===== src/rtl/stlp_pkg.sv =====
`default_nettype none

package stlp_pkg;

  // Result widths
  localparam int LongBits   = 32;
  localparam int OffsetBits = 16;
  localparam int BaseBits   = 6;
  localparam int ProdBits   = LongBits + BaseBits;

  localparam logic [LongBits-1:0] PosLimit = {1'b0, {(LongBits-1){1'b1}}};
  localparam logic [LongBits-1:0] NegLimit = {1'b1, {(LongBits-1){1'b0}}};
  localparam logic [OffsetBits-1:0] CountMax = {OffsetBits{1'b1}};

  // Radix codes
  localparam logic [BaseBits-1:0] BaseAuto = 6'd0;
  localparam logic [BaseBits-1:0] BaseMin  = 6'd2;
  localparam logic [BaseBits-1:0] BaseOct  = 6'd8;
  localparam logic [BaseBits-1:0] BaseDec  = 6'd10;
  localparam logic [BaseBits-1:0] BaseHex  = 6'd16;
  localparam logic [BaseBits-1:0] BaseMax  = 6'd36;
  localparam logic [BaseBits-1:0] NoDigit  = 6'd63;

  // Character codes
  localparam logic [7:0] ChTab   = 8'h09;
  localparam logic [7:0] ChCr    = 8'h0D;
  localparam logic [7:0] ChSpace = 8'h20;
  localparam logic [7:0] ChPlus  = 8'h2B;
  localparam logic [7:0] ChMinus = 8'h2D;
  localparam logic [7:0] ChZero  = 8'h30;
  localparam logic [7:0] ChNine  = 8'h39;
  localparam logic [7:0] ChUpA   = 8'h41;
  localparam logic [7:0] ChUpX   = 8'h58;
  localparam logic [7:0] ChUpZ   = 8'h5A;
  localparam logic [7:0] ChLowA  = 8'h61;
  localparam logic [7:0] ChLowX  = 8'h78;
  localparam logic [7:0] ChLowZ  = 8'h7A;

  typedef struct packed {
    logic [7:0] char_code;
    logic       string_start;
  } stlp_in_t;

  typedef struct packed {
    logic signed [LongBits-1:0] parsed_value;
    logic [OffsetBits-1:0]      end_offset;
    logic                       converted;
    logic                       overflowed;
  } stlp_out_t;

  // Value of an alphanumeric character, NoDigit for anything else
  function automatic logic [BaseBits-1:0] digit_value(input logic [7:0] c);
    logic [7:0] v;
    v = 8'd0;
    if (c >= ChZero && c <= ChNine) begin
      v = c - ChZero;
    end else if (c >= ChUpA && c <= ChUpZ) begin
      v = c - ChUpA + 8'd10;
    end else if (c >= ChLowA && c <= ChLowZ) begin
      v = c - ChLowA + 8'd10;
    end else begin
      v = {2'b00, NoDigit};
    end
    return v[BaseBits-1:0];
  endfunction

  function automatic logic [OffsetBits-1:0] sat_inc(input logic [OffsetBits-1:0] n);
    return (n == CountMax) ? n : n + 1'b1;
  endfunction

endpackage

`default_nettype wire


===== src/rtl/string_to_long_parser_core.sv =====
// The result of the character that ends the number (first non-digit) is
//   registered into out_data_o, or into the skid register while the output is held.
// Throughput: one character per cycle, multiply-add and limit compare between
//   the state and result registers; in_ready_o drops only while both the
//   output register and the skid register hold results.
// Reset (rst_ni, async, active low): idle the parser, empty both result registers, radix 10.
`default_nettype none

module string_to_long_parser_core (
  input  wire logic                   clk_i,
  input  wire logic                   rst_ni,
  input  wire logic                   cfg_write_i,
  input  wire logic [5:0]             cfg_data_i,
  input  wire logic                   in_valid_i,
  output      logic                   in_ready_o,
  input  wire stlp_pkg::stlp_in_t     in_data_i,
  output      logic                   out_valid_o,
  input  wire logic                   out_ready_i,
  output      stlp_pkg::stlp_out_t    out_data_o
);
  import stlp_pkg::*;

  typedef enum logic [2:0] {
    PH_IDLE,
    PH_SPACE,
    PH_FIRST,
    PH_ZERO,
    PH_X,
    PH_DIGITS
  } phase_e;

  // Radix register; the user must write it only while the parser is idle, the block does not enforce it
  logic [BaseBits-1:0] number_base_q;

  // Parse state
  phase_e                phase_q, phase_d, phase_eff;
  logic                  neg_q, neg_d, neg_eff;
  logic [LongBits-1:0]   acc_q, acc_d, acc_eff;
  logic                  ovf_q, ovf_d, ovf_eff;
  logic                  dig_q, dig_d, dig_eff;
  logic [OffsetBits-1:0] cnt_q, cnt_d, cnt_eff;
  logic [BaseBits-1:0]   base_q, base_d, base_eff;

  // Result queue: output register plus one skid entry
  logic      out_valid_q, skid_valid_q;
  stlp_out_t out_q, skid_q;

  logic                  in_fire, out_fire;
  logic [7:0]            ch;
  logic [BaseBits-1:0]   digit;
  logic                  is_ws, is_sign, is_x, is_hex;
  logic                  first, take, fin;
  logic [BaseBits-1:0]   td_base;
  logic                  td_dig;
  logic [OffsetBits-1:0] td_cnt;
  logic [ProdBits-1:0]   prod, limit_w;
  logic                  bad_digit;
  stlp_out_t             res;

  assign in_ready_o  = ~skid_valid_q;
  assign in_fire     = in_valid_i & in_ready_o;
  assign out_fire    = out_valid_q & out_ready_i;
  assign out_valid_o = out_valid_q;
  assign out_data_o  = out_q;

  assign ch      = in_data_i.char_code;
  assign digit   = digit_value(ch);
  assign is_ws   = (ch == ChSpace) || (ch >= ChTab && ch <= ChCr);
  assign is_sign = (ch == ChPlus) || (ch == ChMinus);
  assign is_x    = (ch == ChLowX) || (ch == ChUpX);
  assign is_hex  = (digit < BaseHex);

  // A start character restarts from a clean state before it is parsed
  always_comb begin
    if (in_data_i.string_start) begin
      phase_eff = PH_SPACE;
      neg_eff   = 1'b0;
      acc_eff   = '0;
      ovf_eff   = 1'b0;
      dig_eff   = 1'b0;
      cnt_eff   = '0;
      base_eff  = number_base_q;
    end else begin
      phase_eff = phase_q;
      neg_eff   = neg_q;
      acc_eff   = acc_q;
      ovf_eff   = ovf_q;
      dig_eff   = dig_q;
      cnt_eff   = cnt_q;
      base_eff  = base_q;
    end
  end

  // Character classification and phase steering
  always_comb begin
    phase_d = phase_eff;
    neg_d   = neg_eff;
    acc_d   = acc_eff;
    ovf_d   = ovf_eff;
    dig_d   = dig_eff;
    cnt_d   = cnt_eff;
    base_d  = base_eff;
    first   = 1'b0;
    take    = 1'b0;
    fin     = 1'b0;
    td_base = base_eff;
    td_dig  = dig_eff;
    td_cnt  = cnt_eff;

    unique case (phase_eff)
      PH_SPACE: begin
        if (is_ws) begin
          cnt_d = sat_inc(cnt_eff);
        end else if (is_sign) begin
          neg_d   = (ch == ChMinus);
          cnt_d   = sat_inc(cnt_eff);
          phase_d = PH_FIRST;
        end else begin
          first = 1'b1;
        end
      end
      PH_FIRST: first = 1'b1;
      PH_ZERO: begin
        if (is_x) begin
          // Hold the 'x' uncounted until a hex digit confirms the prefix
          phase_d = PH_X;
        end else begin
          td_base = (base_eff == BaseAuto) ? BaseOct : base_eff;
          td_dig  = 1'b1;
          take    = 1'b1;
        end
      end
      PH_X: begin
        if (is_hex) begin
          td_base = BaseHex;
          td_cnt  = sat_inc(cnt_eff);
          take    = 1'b1;
        end else begin
          // Bare prefix: only the leading zero converts
          base_d = (base_eff == BaseAuto) ? BaseOct : base_eff;
          dig_d  = 1'b1;
          fin    = 1'b1;
        end
      end
      PH_DIGITS: take = 1'b1;
      PH_IDLE: ;
      default: ;
    endcase

    if (first) begin
      if ((base_eff == BaseAuto || base_eff == BaseHex) && ch == ChZero) begin
        phase_d = PH_ZERO;
        cnt_d   = sat_inc(cnt_eff);
      end else begin
        td_base = (base_eff == BaseAuto) ? BaseDec : base_eff;
        take    = 1'b1;
      end
    end

    // Digit step: multiply-add and saturate against the signed limit
    prod      = ProdBits'(acc_eff) * ProdBits'(td_base) + ProdBits'(digit);
    limit_w   = ProdBits'(neg_eff ? NegLimit : PosLimit);
    bad_digit = (td_base < BaseMin) || (td_base > BaseMax) || (digit >= td_base);

    if (take) begin
      base_d  = td_base;
      dig_d   = td_dig;
      cnt_d   = td_cnt;
      phase_d = PH_DIGITS;
      if (bad_digit) begin
        fin = 1'b1;
      end else begin
        if (!ovf_eff && prod <= limit_w) begin
          acc_d = prod[LongBits-1:0];
        end else begin
          ovf_d = 1'b1;
        end
        dig_d = 1'b1;
        cnt_d = sat_inc(td_cnt);
      end
    end

    if (fin) begin
      phase_d = PH_IDLE;
    end
  end

  // Result formed from the state at the end of the number
  always_comb begin
    res = '0;
    if (dig_d) begin
      if (ovf_d) begin
        res.parsed_value = neg_d ? NegLimit : PosLimit;
      end else begin
        res.parsed_value = neg_d ? (~acc_d + 1'b1) : acc_d;
      end
      res.end_offset = cnt_d;
      res.converted  = 1'b1;
      res.overflowed = ovf_d;
    end
  end

  always_ff @(posedge clk_i or negedge rst_ni) begin
    if (!rst_ni) begin
      number_base_q <= BaseDec;
      phase_q       <= PH_IDLE;
      neg_q         <= 1'b0;
      acc_q         <= '0;
      ovf_q         <= 1'b0;
      dig_q         <= 1'b0;
      cnt_q         <= '0;
      base_q        <= '0;
    end else begin
      if (cfg_write_i) begin
        number_base_q <= cfg_data_i;
      end
      if (in_fire) begin
        phase_q <= phase_d;
        neg_q   <= neg_d;
        acc_q   <= acc_d;
        ovf_q   <= ovf_d;
        dig_q   <= dig_d;
        cnt_q   <= cnt_d;
        base_q  <= base_d;
      end
    end
  end

  // Output register with skid entry; a new result goes to the skid only
  // when the output register is occupied and not draining this cycle
  always_ff @(posedge clk_i or negedge rst_ni) begin
    if (!rst_ni) begin
      out_valid_q  <= 1'b0;
      skid_valid_q <= 1'b0;
    end else begin
      if (out_fire) begin
        if (skid_valid_q) begin
          skid_valid_q <= 1'b0;
        end else begin
          out_valid_q <= in_fire & fin;
        end
      end else if (in_fire && fin) begin
        if (out_valid_q) begin
          skid_valid_q <= 1'b1;
        end else begin
          out_valid_q <= 1'b1;
        end
      end
    end
  end

  always_ff @(posedge clk_i) begin
    if (out_fire) begin
      if (skid_valid_q) begin
        out_q <= skid_q;
      end else if (in_fire && fin) begin
        out_q <= res;
      end
    end else if (in_fire && fin) begin
      if (out_valid_q) begin
        skid_q <= res;
      end else begin
        out_q <= res;
      end
    end
  end

endmodule

`default_nettype wire


===== config.mk =====
export PLATFORM = sky130hd
export DESIGN_NAME = string_to_long_parser_core
export DESIGN_NICKNAME = d
export VERILOG_FILES = /design/src/rtl/stlp_pkg.sv /design/src/rtl/string_to_long_parser_core.sv
export SDC_FILE = /design/constraint.sdc
export NUM_CORES = 1
export LEC_CHECK = 0
export BUFFER_PORTS_ARGS = -buffer_cell sky130_fd_sc_hd__buf_4
export CAP_MARGIN = 5
export CORE_MARGIN = 2
export CORE_UTILIZATION = 64
export DETAILED_ROUTE_END_ITERATION = 10
export PLACE_DENSITY = 0.82
export RECOVER_POWER = 100
export SYNTH_ARGS = -nofsm -noshare
export SYNTH_HDL_FRONTEND = slang
export SYNTH_SLANG_ARGS = --single-unit

===== constraint.sdc =====
create_clock -name clk_i -period 19.75 [get_ports clk_i]
set_input_delay 2.9625 -clock clk_i [delete_from_list [all_inputs] [get_ports clk_i]]
set_output_delay 2.9625 -clock clk_i [all_outputs]
set_load 0.1 [all_outputs]

==> metrics.md <==
| Metric | Value |
|---|---|
| Die area | `roughly 0.032 mm2` |
| Worst R2R Setup Slack | `4.77 ns` |
| Cell Area, Synth | `around 0.02 mm2` |
| Net Switching | `1.03 mW` |
| Headroom to the max-slew limit | `-176%` |
| Setup violators final | `0` |
| Leakage power | `between 9 and 10 nW` |
| Non-Filler Instances | `between 2000 and 3000` |
| Failing checks | `capacitance limit, slew limit` |
| DIE WIDTH | `between 150 and 200 um` |
| Multi-input gate area | `roughly 0.014 mm2` |
| DRC | `0` |
| Total grt overflow | `0` |
| Max Fclk | `between 50 and 60 MHz` |
| CP Class | `in2reg` |
| Synth Warn # | `0` |
| Largest net degree at the start of global routing | `83` |
| Dpl hpwl | `between 40000 and 50000 um` |
| RD Place Congestion | `between 1 and 1.5` |
| Rows | `63` |
| Core ar. | `0.0298 mm2` |
| Hold path startpoint | `acc_q[16]$_DFFE_PN0P_` |
| Clk Latency, worst-skew pair | `0.46 ns` |
| Vias in the first global route | `18606` |
| Clk root buf | `clkbuf_16` |
| Synth Instances | `around 2400` |
| Antenna Cells | `0` |
| Net Count, Synth | `between 2000 and 3000` |
| Fillers | `2534` |
| IO Pins | `72` |
| H-tree depth | `4` |
| Most frequent CP cell | `inv_1` |
| EDFF count, synth | `100` |
| First-pass GRT wire length | `roughly 100000 um` |
| DR pass1 iterations | `6` |
| Clk slew on worst S/H paths | `about 0.080 ns` |
| CTS buffer count | `17` |
| Worst Hold Depth | `2` |
| CP peak stage delay | `1.05 ns` |
| Synth Register Bits | `168` |
| Cell Int Power | `~0.87 mW` |
| Share of cells above drive strength 1 | `under 10%` |
| Initial antenna violation count | `0` |
| Worst Hold Path EP | `acc_q[16]$_DFFE_PN0P_` |
| Global Route Usage Sum | `between 40% and 50%` |
| Vias per inst | `about 6.9` |
| Sw frac | `a little over half` |
| Part of the power in registers | `between 20% and 30%` |
| Reg area | `approximately 0.0047 mm2` |
| Arrival time worst endpoint | `roughly 18 ns` |
| Power Total | `~1.9 mW` |
| Register area share after synthesis | `between 20% and 30%` |
| Nets | `2650` |
| Clk buf depth | `2` |
| Pwr/cell area | `a little over 90 mW/mm2` |
| Routed wire length | `approximately 64000 um` |
| Post-synth ARST share | `40.5%` |
| Top FF cell, synth | `edfxtp_1` |
| Worst IR Drop VDD | `0.0640 mV` |
| Setup TNS | `0 ns` |
| Period utilization | `a little over 90%` |
| Final WS setup | `about 1.5 ns` |
| CTS tree | `yes` |
| Pre-CTS setup slack | `1.69 ns` |
| Unique masters post-synth | `just over 90` |
| Final ANT Viol Nets | `0` |
| Slew Viols, Final | `around 230` |
| Leading cell type in the layout, fill and taps excluded | `nand2_1` |
| WL/cell | `22.9 um` |
| Most frequent cells in the layout | `nand2_1 (333), nor2_1 (312), o21ai_0 (154)` |
| Area Overhead vs Synth | `5.46%` |
| Type of the worst min-delay path | `reg2reg` |
| RSZ-0062 raised after global routing | `false` |
| Clk pwr share | `~18%` |
| Crit Path Max Fanout | `25` |
| Status | `complete, but fails checks` |
| End of the worst register-to-register path | `out_data_o[46]$_DFFE_PP_` |
| Worst Setup SP | `in_data_i[2]` |
| Max_cap viols | `6` |
| Endpoints failing hold | `0` |
| Critical Path RT | `19.96 ns` |
| Via count | `about 19000` |
| CP Launch Type | `primary input` |
| Placed cells | `around 2700` |
| Post-Syn Area per Cell | `~8.2 um2` |
| IO buf count | `roughly 70` |
| Post-CTS Resized | `0` |
| Initial core utilization | `between 60% and 70%` |
| Logic pwr share | `between 50 and 60%` |
| Tmin final | `around 18 ns` |
| Hold_buf cts | `0` |
| # Post-CTS Setup Buffers | `0` |
| Layout Skew | `roughly 0.012 ns` |
| FF-to-FF path depth | `46` |
| Slowest cell on crit path | `clkinv_1` |
| Die Span Y | `approximately 180 um` |
| Initial drt markers | `2084` |
| Worst setup EP type | `flop` |
| Post-Route Utilization | `~70%` |
| Worst r2r src | `phase_q[2]$_DFFE_PN0P_` |
| Clk sinks | `about 170` |
| Tightest Pin Transition | `4.14 ns` |
## how the worst max path moves through the flow
stage                               end  slack [ns]  depth (start not counted)
3_5_place_dp   out_data_o[46]$_DFFE_PP_        1.69                         50
2_1_floorplan  out_data_o[46]$_DFFE_PP_        4.64                         54
6_report       out_data_o[46]$_DFFE_PP_        1.52                         50
4_1_cts        out_data_o[46]$_DFFE_PP_        2.14                         50
3_3_place_gp   out_data_o[46]$_DFFE_PP_        2.38                         50
5_1_grt        out_data_o[46]$_DFFE_PP_        0.32                         50
## cells by family (layout without fill, tap and decap cells)
kind of cell | Yosys count | in the layout | synth area share, %
simple gates | 1028 | 1028 | 24.7
compound gates | 540 | 540 | 18.4
buf+inv | 267 | 276 | 5.33
fa+ha+maj | 255 | 255 | 21.2
flops | 168 | 168 | 24.2
mux | 78 | 78 | 4.24
xor+xnor | 43 | 43 | 1.94
## sequential cells by signal, summed over array words and instances (netlist names), 3 cells and up
name,flops
base_q,6
skid_q,50
cnt_q,16
out_data_o,50
number_base_q,6
phase_q,3
acc_q,32
## power by group through the flow
stage / Sequential (mW) / Combinational (mW) / Clock [mW]
finish: 0.484 / 1.09 / 0.336
floorplan: 0.699 / 0.572 / 0
global placement: 0.487 / 1.06 / 0
detailed placement: 0.489 / 1.08 / 0
global route: 0.491 / 1.16 / 0.350
CTS: 0.482 / 1.09 / 0.336
## through the flow
stage                     hold WS (ns)  cell area, um2
after floorplan                  0.446           19400
after global placement           0.459           20200
after detailed placement         0.467           20200
after CTS                        0.491           20800
after global routing             0.523           20500
final                            0.496           20500
## cells in the mapped netlist, types with 23 or more instances
master / instances / area, um2
a211oi_1: 34 / 255
a21o_1: 25 / 188
a21oi_1: 107 / 536
a31oi_1: 35 / 219
and3_1: 31 / 194
clkbuf_1: 94 / 353
dfrtp_1: 66 / 1650
edfxtp_1: 100 / 3000
fa_1: 124 / 2480
ha_1: 131 / 1640
inv_1: 141 / 529
mux2_2: 30 / 338
mux2i_1: 47 / 470
nand2_1: 334 / 1250
nand3_1: 68 / 340
nand4_1: 39 / 244
nor2_1: 312 / 1170
nor2b_1: 34 / 213
nor3_1: 67 / 335
o21ai_0: 152 / 761
o31ai_1: 24 / 180
xor2_1: 23 / 201
## area by class of cell
type                            instances  area share (%)
Sequential cell                       168            23.0
Timing Repair Buffer                   96            2.40
Multi-Input combinational cell       1944            66.7
Tap cell                              390            2.38
Clock buffer                           17            2.08
Clock inverter                         15           0.745
Inverter                              148            2.71
## per-layer routing
layer	up-vias	part of all wire [%]	wire length, um	track usage [%]
met5	-	0	0	0
met4	0	7.8	4980	27.8
met3	315	9.0	5740	6.95
li1	8485	-	-	-
met2	1170	47	29700	66.3
met1	9089	37	23300	49.1
## critical path, delay by kind of cell
kind | cells | cell delay, ns
AOI/OAI and AO/OA | 19 | 5.97
adders and majority gates | 8 | 3.04
buffers and inverters | 9 | 2.14
muxes | 2 | 0.46
and+or+nand+nor | 12 | 3.86
(Power assumes the default switching activity.)
